**src/rtl/core/rgb_to_hsv_pixel_assert.svh**
```systemverilog
// Assertion macros for the RGB to HSV pixel converter.
// Expects clk_i and rst_ni in the scope of the module that includes it.
`ifndef RGB_TO_HSV_PIXEL_ASSERT_SVH
`define RGB_TO_HSV_PIXEL_ASSERT_SVH

// same-cycle implication
`define HSV_ASSERT_NOW(lbl, ante, cons) \
  lbl: assert property (@(posedge clk_i) disable iff (!rst_ni) (ante) |-> (cons)) \
    else $error("rgb_to_hsv_pixel: assertion failed");

// next-cycle implication
`define HSV_ASSERT_NEXT(lbl, ante, cons) \
  lbl: assert property (@(posedge clk_i) disable iff (!rst_ni) (ante) |=> (cons)) \
    else $error("rgb_to_hsv_pixel: assertion failed");

`endif

```
**src/rtl/core/hsv_pkg.sv**
```systemverilog
// Shared types and constants for the RGB to HSV pixel converter.
// No dependencies.
package hsv_pkg;

  localparam int unsigned HSV_CELLS   = 8;
  localparam int unsigned HSV_LATENCY = HSV_CELLS + 2;

  localparam logic [7:0] HUE_SIXTH  = 8'd43;
  localparam logic [7:0] FULL_SCALE = 8'd255;
  localparam logic [7:0] BASE_RED   = 8'd0;
  localparam logic [7:0] BASE_GREEN = 8'd85;
  localparam logic [7:0] BASE_BLUE  = 8'd171;

  // one word in flight through the divider cells
  typedef struct packed {
    logic [7:0] mx;
    logic [7:0] dv;
    logic [7:0] s_rem;
    logic [7:0] s_low;
    logic [7:0] s_quo;
    logic [7:0] h_rem;
    logic [7:0] h_low;
    logic [7:0] h_quo;
    logic       neg;
    logic [7:0] base;
    logic [7:0] pad;
    logic       last;
  } hsv_word_t;

endpackage

```
**src/rtl/core/hsv_prep.sv**
```systemverilog
// Front stage: channel max/min, hue sector, and both dividends.
// Depends on hsv_pkg.
module hsv_prep import hsv_pkg::*; (
  input  logic       clk_i,
  input  logic       rst_ni,
  input  logic       start_i,
  input  logic [7:0] red_i,
  input  logic [7:0] green_i,
  input  logic [7:0] blue_i,
  input  logic [7:0] pad_i,
  input  logic       last_i,
  output logic       vld_o,
  output hsv_word_t  word_o
);

  logic [7:0]  mx, mn, delta, absd, base;
  logic [8:0]  diff;
  logic [15:0] s_num, h_num;
  hsv_word_t   word_d, word_q;
  logic        vld_q;

  always_comb begin
    mx = red_i;
    if (green_i > mx) mx = green_i;
    if (blue_i > mx) mx = blue_i;
    mn = red_i;
    if (green_i < mn) mn = green_i;
    if (blue_i < mn) mn = blue_i;
    delta = mx - mn;
    if (mx == red_i) begin
      base = BASE_RED;
      diff = {1'b0, green_i} - {1'b0, blue_i};
    end else if (mx == green_i) begin
      base = BASE_GREEN;
      diff = {1'b0, blue_i} - {1'b0, red_i};
    end else begin
      base = BASE_BLUE;
      diff = {1'b0, red_i} - {1'b0, green_i};
    end
    absd  = diff[8] ? 8'(-diff) : diff[7:0];
    s_num = {8'd0, FULL_SCALE} * {8'd0, delta};
    h_num = {8'd0, HUE_SIXTH} * {8'd0, absd};
    word_d.mx    = mx;
    word_d.dv    = delta;
    word_d.s_rem = s_num[15:8];
    word_d.s_low = s_num[7:0];
    word_d.s_quo = '0;
    word_d.h_rem = h_num[15:8];
    word_d.h_low = h_num[7:0];
    word_d.h_quo = '0;
    word_d.neg   = diff[8];
    word_d.base  = base;
    word_d.pad   = pad_i;
    word_d.last  = last_i;
  end

  always_ff @(posedge clk_i or negedge rst_ni) begin
    if (!rst_ni) begin
      vld_q <= 1'b0;
    end else begin
      vld_q <= start_i;
    end
  end

  always_ff @(posedge clk_i) begin
    word_q <= word_d;
  end

  assign vld_o  = vld_q;
  assign word_o = word_q;

endmodule

```
**src/rtl/core/hsv_cell.sv**
```systemverilog
// Divider cell: one restoring step for saturation and for hue quotients.
// Depends on hsv_pkg.
module hsv_cell import hsv_pkg::*; (
  input  logic      clk_i,
  input  logic      rst_ni,
  input  logic      vld_i,
  input  hsv_word_t word_i,
  output logic      vld_o,
  output hsv_word_t word_o
);

  logic [8:0] s_t, h_t, s_r, h_r;
  logic       s_ge, h_ge;
  hsv_word_t  word_d, word_q;
  logic       vld_q;

  always_comb begin
    s_t  = {word_i.s_rem, word_i.s_low[7]};
    h_t  = {word_i.h_rem, word_i.h_low[7]};
    s_ge = s_t >= {1'b0, word_i.mx};
    h_ge = h_t >= {1'b0, word_i.dv};
    s_r  = s_ge ? s_t - {1'b0, word_i.mx} : s_t;
    h_r  = h_ge ? h_t - {1'b0, word_i.dv} : h_t;
    word_d       = word_i;
    word_d.s_rem = s_r[7:0];
    word_d.h_rem = h_r[7:0];
    word_d.s_low = {word_i.s_low[6:0], 1'b0};
    word_d.h_low = {word_i.h_low[6:0], 1'b0};
    word_d.s_quo = {word_i.s_quo[6:0], s_ge};
    word_d.h_quo = {word_i.h_quo[6:0], h_ge};
  end

  always_ff @(posedge clk_i or negedge rst_ni) begin
    if (!rst_ni) begin
      vld_q <= 1'b0;
    end else begin
      vld_q <= vld_i;
    end
  end

  always_ff @(posedge clk_i) begin
    word_q <= word_d;
  end

  assign vld_o  = vld_q;
  assign word_o = word_q;

endmodule

```
**src/rtl/core/rgb_to_hsv_pixel.sv**
```systemverilog
// RGB to HSV pixel converter: one pixel accepted every cycle (busy is never raised).
// A pixel passes through the front stage, eight divider cells, and the output stage.
// Reset clears all valid flags; words in flight are dropped.
// Results are shown for one cycle on valid_o; the receiver cannot stall.
// Depends on hsv_pkg, hsv_prep, hsv_cell, rgb_to_hsv_pixel_assert.svh.
`include "rgb_to_hsv_pixel_assert.svh"
module rgb_to_hsv_pixel import hsv_pkg::*; (
  input  logic       clk_i,
  input  logic       rst_ni,
  input  logic       start,
  output logic       busy,
  input  logic [7:0] red_i,
  input  logic [7:0] green_i,
  input  logic [7:0] blue_i,
  input  logic [7:0] pad_in_i,
  input  logic       last_pixel_i,
  output logic       valid_o,
  output logic [7:0] hue_o,
  output logic [7:0] saturation_o,
  output logic [7:0] value_o,
  output logic [7:0] pad_out_o,
  output logic       last_out_o
);

  hsv_word_t  chain_w [HSV_CELLS+1];
  logic       chain_v [HSV_CELLS+1];
  hsv_word_t  fin;
  logic [7:0] hq, hue_d, sat_d, val_d;
  logic       valid_q;
  logic [7:0] hue_q, sat_q, val_q, pad_q;
  logic       last_q;

  assign busy = 1'b0;

  hsv_prep u_prep (
    .clk_i   (clk_i),
    .rst_ni  (rst_ni),
    .start_i (start),
    .red_i   (red_i),
    .green_i (green_i),
    .blue_i  (blue_i),
    .pad_i   (pad_in_i),
    .last_i  (last_pixel_i),
    .vld_o   (chain_v[0]),
    .word_o  (chain_w[0])
  );

  for (genvar i = 0; i < HSV_CELLS; i++) begin : g_cell
    hsv_cell u_cell (
      .clk_i  (clk_i),
      .rst_ni (rst_ni),
      .vld_i  (chain_v[i]),
      .word_i (chain_w[i]),
      .vld_o  (chain_v[i+1]),
      .word_o (chain_w[i+1])
    );
  end

  always_comb begin
    fin   = chain_w[HSV_CELLS];
    hq    = fin.neg ? 8'(-fin.h_quo) : fin.h_quo;
    hue_d = fin.base + hq;
    sat_d = fin.s_quo;
    val_d = fin.mx;
    if (fin.mx == 8'd0) begin
      hue_d = '0;
      sat_d = '0;
      val_d = '0;
    end else if (fin.s_quo == 8'd0) begin
      hue_d = '0;
      sat_d = '0;
    end
  end

  always_ff @(posedge clk_i or negedge rst_ni) begin
    if (!rst_ni) begin
      valid_q <= 1'b0;
    end else begin
      valid_q <= chain_v[HSV_CELLS];
    end
  end

  always_ff @(posedge clk_i) begin
    hue_q  <= hue_d;
    sat_q  <= sat_d;
    val_q  <= val_d;
    pad_q  <= fin.pad;
    last_q <= fin.last;
  end

  assign valid_o      = valid_q;
  assign hue_o        = hue_q;
  assign saturation_o = sat_q;
  assign value_o      = val_q;
  assign pad_out_o    = pad_q;
  assign last_out_o   = last_q;

  `HSV_ASSERT_NOW(a_black_zero, valid_o && value_o == 8'd0, hue_o == 8'd0 && saturation_o == 8'd0)
  `HSV_ASSERT_NOW(a_grey_hue, valid_o && saturation_o == 8'd0, hue_o == 8'd0)
  `HSV_ASSERT_NOW(a_latency, $past(rst_ni, HSV_LATENCY) && $past(start, HSV_LATENCY), valid_o)
  `HSV_ASSERT_NEXT(a_final_cell, chain_v[HSV_CELLS], valid_o)

endmodule

```
**config.mk**
```make
export PLATFORM = sky130hd
export DESIGN_NAME = rgb_to_hsv_pixel
export DESIGN_NICKNAME = d
export VERILOG_FILES = /design/src/rtl/core/hsv_pkg.sv /design/src/rtl/core/hsv_prep.sv /design/src/rtl/core/hsv_cell.sv /design/src/rtl/core/rgb_to_hsv_pixel.sv
export VERILOG_INCLUDE_DIRS = /design/src /design/src/rtl/core
export SDC_FILE = /design/constraint.sdc
export NUM_CORES = 1
export LEC_CHECK = 0
export ABC_AREA = 1
export BUFFER_PORTS_ARGS = -buffer_cell sky130_fd_sc_hd__buf_2
export CORE_UTILIZATION = 35
export CTS_BUF_LIST = sky130_fd_sc_hd__clkbuf_8 sky130_fd_sc_hd__clkbuf_16
export CTS_CLUSTER_SIZE = 40
export DETAILED_ROUTE_END_ITERATION = 6
export HOLD_SLACK_MARGIN = 0.03
export PLACE_DENSITY = 0.53
export RECOVER_POWER = 25
export REMOVE_ABC_BUFFERS = 1
export SYNTH_ARGS = -nofsm -noshare
export SYNTH_HDL_FRONTEND = slang
export SYNTH_SLANG_ARGS = --single-unit
```
**constraint.sdc**
```tcl
create_clock -name clk_i -period 2.8 [get_ports clk_i]
set_input_delay 0.56 -clock clk_i [delete_from_list [all_inputs] [get_ports clk_i]]
set_output_delay 0.56 -clock clk_i [all_outputs]
set_load 0.02 [all_outputs]
```
==> metrics <==
synth-to-layout area growth=33.6%; area share of the largest cell type after synthesis=a little under half; crit start category=primary input; Mapped Cells=between 2k and 2.5k; Final Critical Period=around 7.1 ns; Die W=between 200 and 300 µm; min-delay worst type=primary input to register; GPL Wtd Cong=0.895; Post-Route WL=approximately 50 mm; unrepaired setup endpoints after global routing=true; ys flop type=dfxtp_1; DP HPWL=around 37 mm; die area=~0.067 mm²; DR pass1 iterations=5; share of layout cells above drive strength 1=between 20 and 30%; pre-CTS setup slack=-5.60 ns; first-pass GRT wire length=79.6 mm; Fmax achieved=roughly 140 MHz; row count=between 90 and 100; largest net degree at the start of global routing=18; Crit path largest cell delay=between 0.5 and 0.6 ns; total number of vias=approximately 17k; outcome=finished with violations; fill cell count=a little under 6k; Boundary Pins=between 70 and 80; r2r setup slk=around 0.25 ns; starting density of the core=between 30% and 40%; Die Ht=258 µm; Synth Register Bits=558; period utilization=255%; NumNets Final=3,202; number of distinct library cells after synthesis=50; Critical Path AT=between 7 and 8 ns; number of flops mapped to enable cells by yosys=0; Worst Setup Path Type=primary input to register; Layout Cells excl Fill=between 3k and 4k; share of flip-flops with an asynchronous set or reset=under 10%; met3 usage=about 2.2%; GRT busiest layer=met2; max-cap viol count=0; min-delay src=pad_in_i[5]; crit-path max FO=7; Reg-to-Reg Start=g_cell[7].u_cell.word_o[18]; ANT cells=0; # H-tree levels=2; # setup viols final=43; Seq/Total Area, Yosys=roughly half; Max Slew Vio Count=0; buffer levels on the longest clock path=3; Hold Path Stages=1; clock net sink count=between 500 and 600; antenna-violating nets left=0; initial antenna violation count=0; gr usage total=between 10 and 15%; failing checks=setup timing; Worst path slowest cell=fa_1; Setup WS post-layout=-4.34 ns; R2R depth=19; crit end category=register; Worst Skew=approximately 0.016 ns; CORE AREA=~0.065 mm²; Synth area leaders=dfxtp_1, ha_1, inv_1; Remaining DRCs=0; Num CTS Buffers=between 50 and 60; synthesized cell area=around 0.023 mm²; Initial DRC Count=569; port bufs=about 70; clk slew on worst S/H paths=around 0.060 ns; GRT met1 Usage=between 15 and 20%; Hold Vio Cnt, Final=0; Final TNS setup=-104.33 ns; Skew-Pair Late Insertion Delay=slightly below 0.6 ns; root cell of the clock tree=clkbuf_16; GR Overflow Total=0; CTS tree=built; hold endpoint=u_prep.word_o[6]; routed length per instance=12.9 µm; placed insts=~3.6k; vias in the first global route=roughly 17k; routed vias/inst=between 4 and 5; worst r2r dst=hue_o[7]; Syn Area/Cell=around 9.5 µm²; YS warnings=0; critical path required time=3.28 ns; most used cell, CP=inv_2; M2 GR Usage=26.8%; Yosys top cell by area=dfxtp_1
## worst max-delay path: cells and delay by family
kind            cells  cell delay [ns]
compound gates      8             0.86
xor+xnor            1             0.15
fa+ha+maj           9             3.34
buf+inv            16             1.14
simple gates       16             1.59
## synthesized netlist by cell type, drive strengths merged (2+ instances only)
master  instances
a31oi           6
clkbuf         24
a21oi         203
a311oi          2
a21o            5
o21ai          93
nand2         274
a211o           2
xnor2          36
a211oi         14
nand3          70
nor2          228
xor2           98
nand4          35
nor3            8
dfrtp          10
or2             7
ha            248
nor4            7
dfxtp         548
buf             8
o21bai         14
inv           407
nand3b          4
o211ai         11
fa             50
## per-layer routing
| metal | wire length, µm | part of all wire [%] | vias up |
|---|---|---|---|
| met1 | 20100 | 41 | 7565 |
| met5 | 0 | 0 | - |
| met2 | 25100 | 52 | 239 |
| li1 | - | - | 8638 |
| met4 | 1980 | 4.1 | 0 |
| met3 | 1490 | 3.1 | 96 |
## through the flow
stage,area [µm²],hold slack [ns],util [%]
after floorplan,22800,0.264,-
after global placement,26300,0.309,40.7
after detailed placement,26300,0.312,40.7
after CTS,29900,0.0313,46.3
after global routing,30700,0.0350,47.5
final,30700,0.0757,47.5
## placed cells by master (no fill, tap or decap), types with 45 or more instances in the layout
cell	netlist	layout
buf_6	3	66
inv_1	402	365
a21oi_1	202	182
o21ai_0	90	64
nand2_2	20	58
ha_1	248	204
buf_2	3	63
xor2_1	98	88
buf_4	1	284
clkbuf_16	0	57
nand2_1	248	190
fa_1	50	45
nor2_1	218	208
dfxtp_1	548	547
## flip-flops by register name, summed over array words and instances, names as in the netlist
name                  flops
saturation_o              8
u_prep.vld_o              1
u_prep.word_o            58
g_cell.u_cell.vld_o       8
pad_out_o                 8
valid_o                   1
g_cell.u_cell.word_o    457
value_o                   8
last_out_o                1
hue_o                     8
## kinds of logic after synthesis
family / Yosys count / synth area share, %
AOI/OAI and AO/OA: 354 / 8.38
xor gates and xnor gates: 134 / 5.11
adders and majority gates: 298 / 17.9
buffers and inverters: 440 / 7.39
DFF: 558 / 48.9
other: 1 / 0.0163
and+or+nand+nor: 635 / 12.3
## timing repair
item	in CTS	in global routing
resized for setup	266	142
hold endpoints to repair	10	0
setup buffers	61	29
gates cloned	2	1
hold buffers	1	0
pin swaps	122	113
endpoints found under the setup margin	49	65
## final cells by class
type                    count  area [µm²]  share of cell area [%]
inverters                 408        1570                    5.11
repair buffers            421        3330                    10.9
clock buffers              67        1560                    5.10
flip-flops and latches    558       11200                    36.6
clock inverters            38         500                    1.63
well taps                 855        1070                    3.49
multi-input cells        1423       11400                    37.2
## worst max-delay path by stage
stage	start	endpoint	slack [ns]	cells past startpoint
5_1_grt	green_i[4]	u_prep.word_o[65]	-4.82	51
4_1_cts	red_i[6]	u_prep.word_o[65]	-4.36	49
3_5_place_dp	green_i[4]	u_prep.word_o[65]	-5.60	48
3_3_place_gp	green_i[4]	u_prep.word_o[65]	-5.41	49
2_1_floorplan	green_i[6]	u_prep.word_o[65]	-5.65	45
6_report	green_i[4]	u_prep.word_o[63]	-4.34	50
Power is left out: the tool's default activity adds up to more than one toggle a clock period on the data nets, which glitch-free logic cannot reach.
